### src/psic_pkg.sv
// psic_pkg: shared types and constants of the polygon self-intersection checker
// no dependencies

package psic_pkg;

    localparam int MAX_VERTICES = 256;
    localparam int MAX_REPORTED_PAIRS = 63;
    localparam int IDX_W = $clog2(MAX_VERTICES);
    localparam int CNT_W = IDX_W + 1;
    localparam int PAIR_W = 15;
    localparam logic [PAIR_W-1:0] PAIR_MAX = '1;
    localparam int RPT_W = 6;

    localparam logic [0:0] CFG_REPORT_ALL = 1'd0;
    localparam logic [0:0] CFG_THRESHOLD = 1'd1;

    localparam logic [2:0] KIND_PAIR = 3'd0;
    localparam logic [2:0] KIND_SIMPLE = 3'd1;
    localparam logic [2:0] KIND_CROSSING = 3'd2;
    localparam logic [2:0] KIND_TOO_FEW = 3'd3;
    localparam logic [2:0] KIND_TOO_MANY = 3'd4;

    typedef enum logic [3:0] {
        ST_LOAD,
        ST_START,
        ST_FETCH,
        ST_RD0,
        ST_RD1,
        ST_RD2,
        ST_RD3,
        ST_MUL,
        ST_SUB,
        ST_DECIDE,
        ST_NEXT,
        ST_EMIT_PAIR,
        ST_EMIT_STATUS
    } state_t;

    // controller to datapath
    typedef struct packed {
        logic store_vertex;
        logic clear_poly;
        logic set_too_many;
        logic init_pairs;
        logic [1:0] rd_sel;
        logic mul_en;
        logic sub_en;
        logic decide_en;
        logic step_pair;
        logic load_pair_out;
        logic load_status_out;
    } ctrl_t;

    // datapath to controller
    typedef struct packed {
        logic store_full;
        logic too_many;
        logic too_few;
        logic pair_done;
        logic pair_skip;
        logic crosses;
        logic cap_reached;
        logic out_busy;
    } stat_t;

endpackage

### src/psic_ctrl.sv
// psic_ctrl: sequencer for vertex load, pair tests and result output
// depends on psic_pkg

module psic_ctrl (
    input  logic             clk,
    input  logic             rst_n,
    input  logic             in_valid,
    input  logic             final_vertex,
    input  logic             report_all,
    input  psic_pkg::stat_t  stat,
    output logic             in_stall,
    output psic_pkg::ctrl_t  ctrl
);

    psic_pkg::state_t state_reg;
    psic_pkg::state_t state_next;

    always_ff @(posedge clk or negedge rst_n)
    begin
        if (!rst_n)
        begin
            state_reg <= psic_pkg::ST_LOAD;
        end
        else
        begin
            state_reg <= state_next;
        end
    end

    always_comb
    begin
        state_next = state_reg;
        ctrl = '0;
        in_stall = 1'b1;
        case (state_reg)
            psic_pkg::ST_LOAD:
            begin
                in_stall = 1'b0;
                if (in_valid)
                begin
                    if (stat.store_full)
                    begin
                        ctrl.set_too_many = 1'b1;
                    end
                    else
                    begin
                        ctrl.store_vertex = 1'b1;
                    end
                    if (final_vertex)
                    begin
                        state_next = psic_pkg::ST_START;
                    end
                end
            end
            psic_pkg::ST_START:
            begin
                ctrl.init_pairs = 1'b1;
                if (stat.too_many || stat.too_few)
                begin
                    state_next = psic_pkg::ST_EMIT_STATUS;
                end
                else
                begin
                    state_next = psic_pkg::ST_FETCH;
                end
            end
            psic_pkg::ST_FETCH:
            begin
                if (stat.pair_done)
                begin
                    state_next = psic_pkg::ST_EMIT_STATUS;
                end
                else if (stat.pair_skip)
                begin
                    ctrl.step_pair = 1'b1;
                end
                else
                begin
                    ctrl.rd_sel = 2'd0;
                    state_next = psic_pkg::ST_RD0;
                end
            end
            psic_pkg::ST_RD0:
            begin
                ctrl.rd_sel = 2'd1;
                state_next = psic_pkg::ST_RD1;
            end
            psic_pkg::ST_RD1:
            begin
                ctrl.rd_sel = 2'd2;
                state_next = psic_pkg::ST_RD2;
            end
            psic_pkg::ST_RD2:
            begin
                ctrl.rd_sel = 2'd3;
                state_next = psic_pkg::ST_RD3;
            end
            psic_pkg::ST_RD3:
            begin
                // last read word lands in the capture registers
                state_next = psic_pkg::ST_MUL;
            end
            psic_pkg::ST_MUL:
            begin
                ctrl.mul_en = 1'b1;
                state_next = psic_pkg::ST_SUB;
            end
            psic_pkg::ST_SUB:
            begin
                ctrl.sub_en = 1'b1;
                state_next = psic_pkg::ST_DECIDE;
            end
            psic_pkg::ST_DECIDE:
            begin
                ctrl.decide_en = 1'b1;
                state_next = psic_pkg::ST_NEXT;
            end
            psic_pkg::ST_NEXT:
            begin
                if (!stat.crosses)
                begin
                    ctrl.step_pair = 1'b1;
                    state_next = psic_pkg::ST_FETCH;
                end
                else if (report_all && stat.cap_reached)
                begin
                    ctrl.step_pair = 1'b1;
                    state_next = psic_pkg::ST_FETCH;
                end
                else
                begin
                    state_next = psic_pkg::ST_EMIT_PAIR;
                end
            end
            psic_pkg::ST_EMIT_PAIR:
            begin
                if (!stat.out_busy)
                begin
                    ctrl.load_pair_out = 1'b1;
                    if (report_all)
                    begin
                        ctrl.step_pair = 1'b1;
                        state_next = psic_pkg::ST_FETCH;
                    end
                    else
                    begin
                        state_next = psic_pkg::ST_EMIT_STATUS;
                    end
                end
            end
            psic_pkg::ST_EMIT_STATUS:
            begin
                if (!stat.out_busy)
                begin
                    ctrl.load_status_out = 1'b1;
                    ctrl.clear_poly = 1'b1;
                    state_next = psic_pkg::ST_LOAD;
                end
            end
            default:
            begin
                state_next = psic_pkg::ST_LOAD;
            end
        endcase
    end

endmodule

### config.mk
export PLATFORM = sky130hd
export DESIGN_NAME = psic_ctrl
export DESIGN_NICKNAME = d
export VERILOG_FILES = /design/src/psic_pkg.sv /design/src/psic_ctrl.sv
export SDC_FILE = /design/constraint.sdc
export NUM_CORES = 1
export LEC_CHECK = 0
export ABC_AREA = 1
export CAP_MARGIN = 30
export CORE_MARGIN = 2
export CORE_UTILIZATION = 38
export CTS_BUF_LIST = sky130_fd_sc_hd__clkbuf_4
export DETAILED_ROUTE_END_ITERATION = 16
export DONT_BUFFER_PORTS = 1
export PLACE_DENSITY = 0.5
export SLEW_MARGIN = 20
export SYNTH_ARGS = -nofsm -noshare
export SYNTH_HDL_FRONTEND = slang
export SYNTH_SLANG_ARGS = --single-unit
### constraint.sdc
create_clock -name clk -period 1.25 [get_ports clk]
set_input_delay 0.1875 -clock clk [delete_from_list [all_inputs] [get_ports clk]]
set_output_delay 0.1875 -clock clk [all_outputs]
set_load 0.1 [all_outputs]
==> results.py, run 1 <==
metrics = {
    "run_status": {
        "outcome": "did not finish",
        "lastStage": "5_1_grt",
        "error": "[ERROR DPL-0038] Utilization greater than 100%, impossible to legalize",
    },
    "synthesis": {
        "syn_inst": 98,
        "synth_area_um2": 504,
        "ys_ff_latch": 4,
        "ys_seq_area_share_pct": 19.9,
        "synth.distinct_cells": 16,
        "syn_nets": 111,
        "syn_area_per_cell_um2": 5.15,
        "yosysWarnings": 0,
    },
    "timing": {
        "worst_endpoint": "ctrl[2]",
        "endpoint_type": "primary output",
    },
    "placement": {
        "io_buffers": 0,
        "hpwl_mm": 1.54,
        "place_congestion": 0.857,
    },
    "clock_network": {
        "cts.sinks": 4,
        "ctsRootBufferMaster": "clkbuf_4",
        "htreeDepth": 1,
        "cts_inserted_buffers": 3,
        "clk_path_buf_depth": 2,
    },
    "die": {
        "num_rows": 13,
        "die_w_um": 40.4,
        "ioPinCount": 26,
        "start_util_pct": 39.7,
        "die_h_um": 40.4,
    },
    "global_routing": {
        "grt_max_degree": 7,
    },
}
==> Yosys cell counts, drive strengths merged <==
library cell  count  area share [%]
nand2            41              32
nor2             24              19
inv              15              11
nand3             6             6.9
dfrtp             4              20
o21ai             3             3.0
a21boi            1             1.5
buf               1             1.5
nor3b             1             1.5
o21bai            1             1.5
o221ai            1             1.7
==> through the flow <==
stage               TNS (ps)  std cells  setup slack [ps]  hold slack [ps]  instance area [µm²]
detailed placement     -1570        140              -213             -108                 1010
CTS                    -4850        156              -393              130                 1210
floorplan              -2900         98              -663             -108                  656
global placement       -1350        140              -205             -108                 1010
==> cells by family after synthesis <==
| kind of cell | count (synthesis) | synth area share [%] |
|---|---|---|
| buffers and inverters | 16 | 12.7 |
| flip-flops | 4 | 19.9 |
| AND/OR/NAND/NOR | 72 | 59.8 |
| AO/OA/AOI/OAI | 6 | 7.69 |
==> what timing repair did <==
| action | in CTS |
|---|---|
| endpoints found under the hold margin | 4 |
| hold buffers | 1 |
| pin swaps | 12 |
| setup endpoints to repair | 17 |
| gates resized for setup | 21 |
| setup buffers | 11 |
==> run 2: changes to the inputs <==
--- a/config.mk
+++ b/config.mk
@@ -7,12 +7,11 @@
 export LEC_CHECK = 0
 export ABC_AREA = 1
 export CAP_MARGIN = 30
-export CORE_MARGIN = 2
-export CORE_UTILIZATION = 38
-export CTS_BUF_LIST = sky130_fd_sc_hd__clkbuf_4
+export CORE_AREA = 2 2 63 65
 export DETAILED_ROUTE_END_ITERATION = 16
+export DIE_AREA = 0 0 65 67
 export DONT_BUFFER_PORTS = 1
-export PLACE_DENSITY = 0.5
+export PLACE_DENSITY_LB_ADDON = 0.15
 export SLEW_MARGIN = 20
 export SYNTH_ARGS = -nofsm -noshare
 export SYNTH_HDL_FRONTEND = slang
==> results.py, run 2 <==
metrics = {
    "die": {
        "num_rows": 22,
        "ioPinCount": 26,
        "die_h_um": 67,
        "die_w_um": 65,
        "die_area_um2": 4360,
        "start_util_pct": 14.0,
        "core_um2": 3610,
    },
    "synthesis": {
        "yosys-top-cells-count": "nand2_1, nor2_1, inv_1, nand3_1, dfrtp_1",
        "synth.distinct_cells": 16,
        "ys.flop_type": "dfrtp_1",
        "synth_area_leaders": "nand2_1, dfrtp_1, nor2_1, inv_1, nand3_1",
        "synth_area_um2": 504,
        "ys_ff_latch": 4,
        "syn_area_per_cell_um2": 5.15,
        "synth_edf_count": 0,
        "yosysWarnings": 0,
        "synth.largest_area_cell": "nand2_1",
        "synthArstFlopShare_pct": 100,
        "yosys.area.top_type_share_pct": 28.3,
        "post-synth-top-count-cell": "nand2_1",
        "ys_seq_area_share_pct": 19.9,
        "syn_nets": 111,
        "syn_inst": 98,
    },
    "finish": {
        "regArea_um2": 105,
        "layout_common_cells": "nand2_1, buf_4, buf_12",
        "stdcell_area_um2": 1310,
        "largest_reg_flops": 4,
        "final_nets": 151,
        "n_fill_cell": 385,
        "antennaDiodeCount": 0,
        "area_growth_pct": 159,
        "multiInputGateArea_um2": 564,
        "final_cells": 185,
        "fin_util_pct": 36.3,
        "final_common_cell": "nand2_1",
        "drive_gt1_share_pct": 65.0,
    },
    "worst_setup_path": {
        "critPathCaptureType": "output pin",
        "required_ps": 1060,
        "cp-start-kind": "flop",
        "slowest_delay_ps": 440,
        "path_delay_family": "flip-flops",
        "cpMaxStageDelayCell": "dfrtp_2",
        "crit_buf_inv": 2,
        "path_cells": "nor2_4 -> nand2_8 -> buf_4 -> nor2_4 -> buf_12",
        "path_class": "reg2out",
        "crit_fanout": 4,
        "cp.arrival_ps": 1410,
        "cp_common_cell": "nor2_4",
    },
    "clock_network": {
        "cts.sinks": 4,
        "cts_inserted_buffers": 3,
        "cts_tree": "yes",
        "path_clk_slew_ps": 30,
        "ctsRootBufferMaster": "clkbuf_8",
        "clk_latency_ps": 210,
        "htreeDepth": 1,
        "clk_path_buf_depth": 2,
    },
    "placement": {
        "place_congestion": 0.829,
        "placed_cells": 173,
        "hpwl_mm": 1.59,
        "io_buffers": 0,
        "place_area_um2": 1060,
    },
    "detailed_routing": {
        "drc": 0,
        "drt-total-wl_mm": 1.95,
        "final_antenna_net_count": 0,
        "wire_per_inst_um": 10.5,
        "via_count": 726,
        "drt_iter0_markers": 10,
        "first_pass_iters": 3,
        "viasPerCell": 3.92,
    },
    "pwr": {
        "cellPowerDensity_nw_per_um2": 2710,
        "ir_worst_vdd_uv": 589,
        "p_leak_nw": 0.616,
        "finalPower_mw": 3.54,
    },
    "timing": {
        "final-hold-violation-count": 0,
        "period_share_pct": 128,
        "slew_viol_final": 0,
        "fmax_mhz": 625,
        "rsz0062_at_grt": "true",
        "setup_viol": 17,
        "hold_ws_ps": 149,
        "tightest_slew_ps": 422,
        "fin_crit_ps": 1600,
        "setup_ws_ps": -350,
        "fin_worst_skew_ps": 0.128,
        "max-slew-margin-rel_pct": 71.6,
    },
    "flow_run": {
        "cap_violations": 0,
    },
    "run_status": {
        "violations": "setup timing",
        "outcome": "finished with violations",
    },
    "global_routing": {
        "grt_pass1_vias": 718,
        "grt_max_degree": 7,
        "antenna_found_initial": 0,
        "grt_usage_pct": 9.15,
        "overflow": 0,
        "grt_pass1_wl_mm": 3.06,
    },
    "min_path": {
        "hold_path_class": "in2reg",
    },
}
==> run 2: path summary, 6_finish.rpt <==
check                             start  depth (start not counted)  slack (ps)      endpoint
setup / recovery           state_reg[0]                          5        -350       ctrl[9]
hold / removal                  stat[0]                          2         150  state_reg[0]
setup reg to reg           state_reg[3]                          9        -140  state_reg[3]
hold reg to reg            state_reg[2]                          3         700  state_reg[2]
max in group asynchronous         rst_n                          1         830  state_reg[2]
min in group asynchronous         rst_n                          1         240  state_reg[1]
==> run 2: layout make-up <==
type                       count  area share [%]
multi-input combinational     78            43.2
inverter                      15            5.74
tap                           48            4.59
clock buffer                   4            3.44
sequential                     4            8.04
timing repair buffer          36            35.0
==> run 2: metal layers <==
layer	share of wire [%]	routed length (µm)	GRT usage, %
met1	37	724	9.88
met2	60	1170	18.3
met3	2.8	55	1.86
met4	0	0	1.60
met5	0	0	0
==> run 2: power by group <==
group,internal (mW),switching (mW)
clock,0.218,0.0670
combinational,1.18,1.75
sequential,0.199,0.123
==> run 2: per-stage QoR <==
step | setup slack, ps | setup TNS, ps
finish | -350 | -4320
global route | -397 | -5370
CTS | -349 | -4400
detailed placement | -215 | -1570
global placement | -208 | -1540
floorplan | -663 | -2900
==> run 2: kinds of logic (layout without fill, tap and decap cells) <==
logic type | after synthesis | count (layout) | share of synthesized area [%]
compound gates | 6 | 6 | 7.69
flops | 4 | 4 | 19.9
simple gates | 72 | 72 | 59.8
buf+inv | 16 | 55 | 12.7
==> run 2: what timing repair did <==
action / in CTS / in global routing
hold buffers: 1 / 0
pin swaps: 16 / 11
setup endpoints to repair: 17 / 17
endpoints found under the hold margin: 4 / 0
buffers inserted: 6 / 1
gates resized for setup: 29 / 12
(Power assumes the default switching activity.)
==> run 3: changes to the inputs <==
--- a/config.mk
+++ b/config.mk
@@ -8,6 +8,7 @@
 export ABC_AREA = 1
 export CAP_MARGIN = 30
 export CORE_AREA = 2 2 63 65
+export CTS_BUF_LIST = sky130_fd_sc_hd__clkbuf_8 sky130_fd_sc_hd__clkbuf_16
 export DETAILED_ROUTE_END_ITERATION = 16
 export DIE_AREA = 0 0 65 67
 export DONT_BUFFER_PORTS = 1
==> results.py, run 3 (same netlist as run 2, synthesis figures left out) <==
metrics = {
    "run_status": {
        "outcome": "finished with violations",
        "violations": "setup timing",
    },
    "timing": {
        "max-slew-margin-rel_pct": 71.6,
        "setup_viol": 17,
        "fmax_mhz": 625,
        "period_share_pct": 128,
        "hold_ws_ps": 155,
        "fin_crit_ps": 1600,
        "final-hold-violation-count": 0,
        "tightest_slew_ps": 422,
        "setup_ws_ps": -349,
        "rsz0062_at_grt": "true",
        "fin_worst_skew_ps": 0.355,
        "slew_viol_final": 0,
    },
    "clock_network": {
        "ctsRootBufferMaster": "clkbuf_8",
        "cts_inserted_buffers": 3,
        "clk_path_buf_depth": 2,
        "cts.sinks": 4,
        "htreeDepth": 1,
        "path_clk_slew_ps": 30,
        "cts_tree": "yes",
        "clk_latency_ps": 220,
    },
    "die": {
        "ioPinCount": 26,
        "core_um2": 3610,
        "die_w_um": 65,
        "num_rows": 22,
        "start_util_pct": 14.0,
        "die_h_um": 67,
        "die_area_um2": 4360,
    },
    "pwr": {
        "ir_worst_vdd_uv": 603,
        "cellPowerDensity_nw_per_um2": 2710,
        "p_leak_nw": 0.620,
    },
    "detailed_routing": {
        "viasPerCell": 3.93,
        "via_count": 727,
        "wire_per_inst_um": 10.5,
        "first_pass_iters": 3,
        "drc": 0,
        "final_antenna_net_count": 0,
        "drt_iter0_markers": 10,
        "drt-total-wl_mm": 1.94,
    },
    "placement": {
        "io_buffers": 0,
        "place_congestion": 0.829,
        "hpwl_mm": 1.59,
        "place_area_um2": 1060,
    },
    "finish": {
        "stdcell_area_um2": 1310,
        "final_nets": 151,
        "antennaDiodeCount": 0,
        "final_common_cell": "nand2_1",
        "largest_reg_flops": 4,
        "layout_common_cells": "nand2_1, buf_4, buf_12",
        "area_growth_pct": 160,
        "fin_util_pct": 36.4,
        "n_fill_cell": 383,
        "drive_gt1_share_pct": 65.0,
    },
    "global_routing": {
        "grt_max_degree": 7,
        "grt_usage_pct": 9.15,
        "overflow": 0,
        "grt_pass1_wl_mm": 3.06,
        "grt_pass1_vias": 718,
        "antenna_found_initial": 0,
    },
    "worst_setup_path": {
        "cp-start-kind": "flop",
        "path_class": "reg2out",
        "crit_fanout": 4,
        "cp.arrival_ps": 1410,
        "required_ps": 1060,
        "critPathCaptureType": "output pin",
    },
    "min_path": {
        "hold_path_class": "in2reg",
    },
    "flow_run": {
        "cap_violations": 0,
    },
}
-- run 3: cell types whose count changed in the layout (fill, tap and decap cells not counted) --
cell      delta
nand3_2      -1
buf_6        -1
buf_4        +1
inv_1        +1
clkbuf_1     -1
nand3_4      +1
-- run 3: worst max-delay path, stage by stage (launching register included) --
cell,delay (ps)
dfrtp_2,440
nor2_4,250
nand2_8,70
buf_4,160
nor2_4,100
buf_12,180
-- run 3: final cells by class --
| class | instances | area [µm²] | share of cell area (%) |
|---|---|---|---|
| Multi-Input combinational cell | 78 | 572 | 43.6 |
| Timing Repair Buffer | 36 | 454 | 34.6 |
| Sequential cell | 4 | 105 | 8.02 |
| Inverter | 15 | 75.1 | 5.73 |
| Tap cell | 48 | 60.1 | 4.58 |
| Clock buffer | 3 | 41.3 | 3.15 |
| Clock inverter | 1 | 3.75 | 0.286 |
-- run 3: per-stage QoR --
step | setup WS [ps] | std cells | setup TNS [ps] | power [mW]
floorplan | -663 | 98 | -2900 | 1.89
global placement | -208 | 173 | -1540 | 2.77
detailed placement | -215 | 173 | -1570 | 2.77
CTS | -350 | 184 | -4400 | 3.37
global route | -396 | 185 | -5240 | 3.75
finish | -349 | 185 | -4180 | 3.55
-- run 3: final timing paths --
kind                               from            to  slack [ps]  cells past startpoint
max reg2reg                state_reg[3]  state_reg[3]        -130                      9
min reg2reg                state_reg[2]  state_reg[2]         700                      3
max                        state_reg[0]       ctrl[9]        -350                      5
max in group asynchronous         rst_n  state_reg[3]         830                      1
min                             stat[0]  state_reg[0]         160                      2
min in group asynchronous         rst_n  state_reg[0]         240                      1
-- run 3: what timing repair did --
action / 4_1_cts / 5_1_grt
buffers inserted: 6 / 1
resized for setup: 29 / 12
pin swaps: 16 / 9
setup endpoints to repair: 17 / 17
hold buffers: 1 / 0
endpoints found under the hold margin: 4 / 0
-- run 3: power breakdown --
| part | internal [mW] | total, mW | switching, mW |
|---|---|---|---|
| Sequential | 0.199 | 0.319 | 0.120 |
| Combinational | 1.18 | 2.95 | 1.77 |
| Clock | 0.210 | 0.278 | 0.0685 |
| Total | 1.59 | 3.55 | 1.96 |
-- run 3: metal layers --
metal  track usage, %  vias up  wire length (µm)
met5                0        -                 0
met4             1.60        0                 0
met3             1.86        0                55
met2             18.3        9              1150
met1             9.88      342               736
li1                 -      376                 -
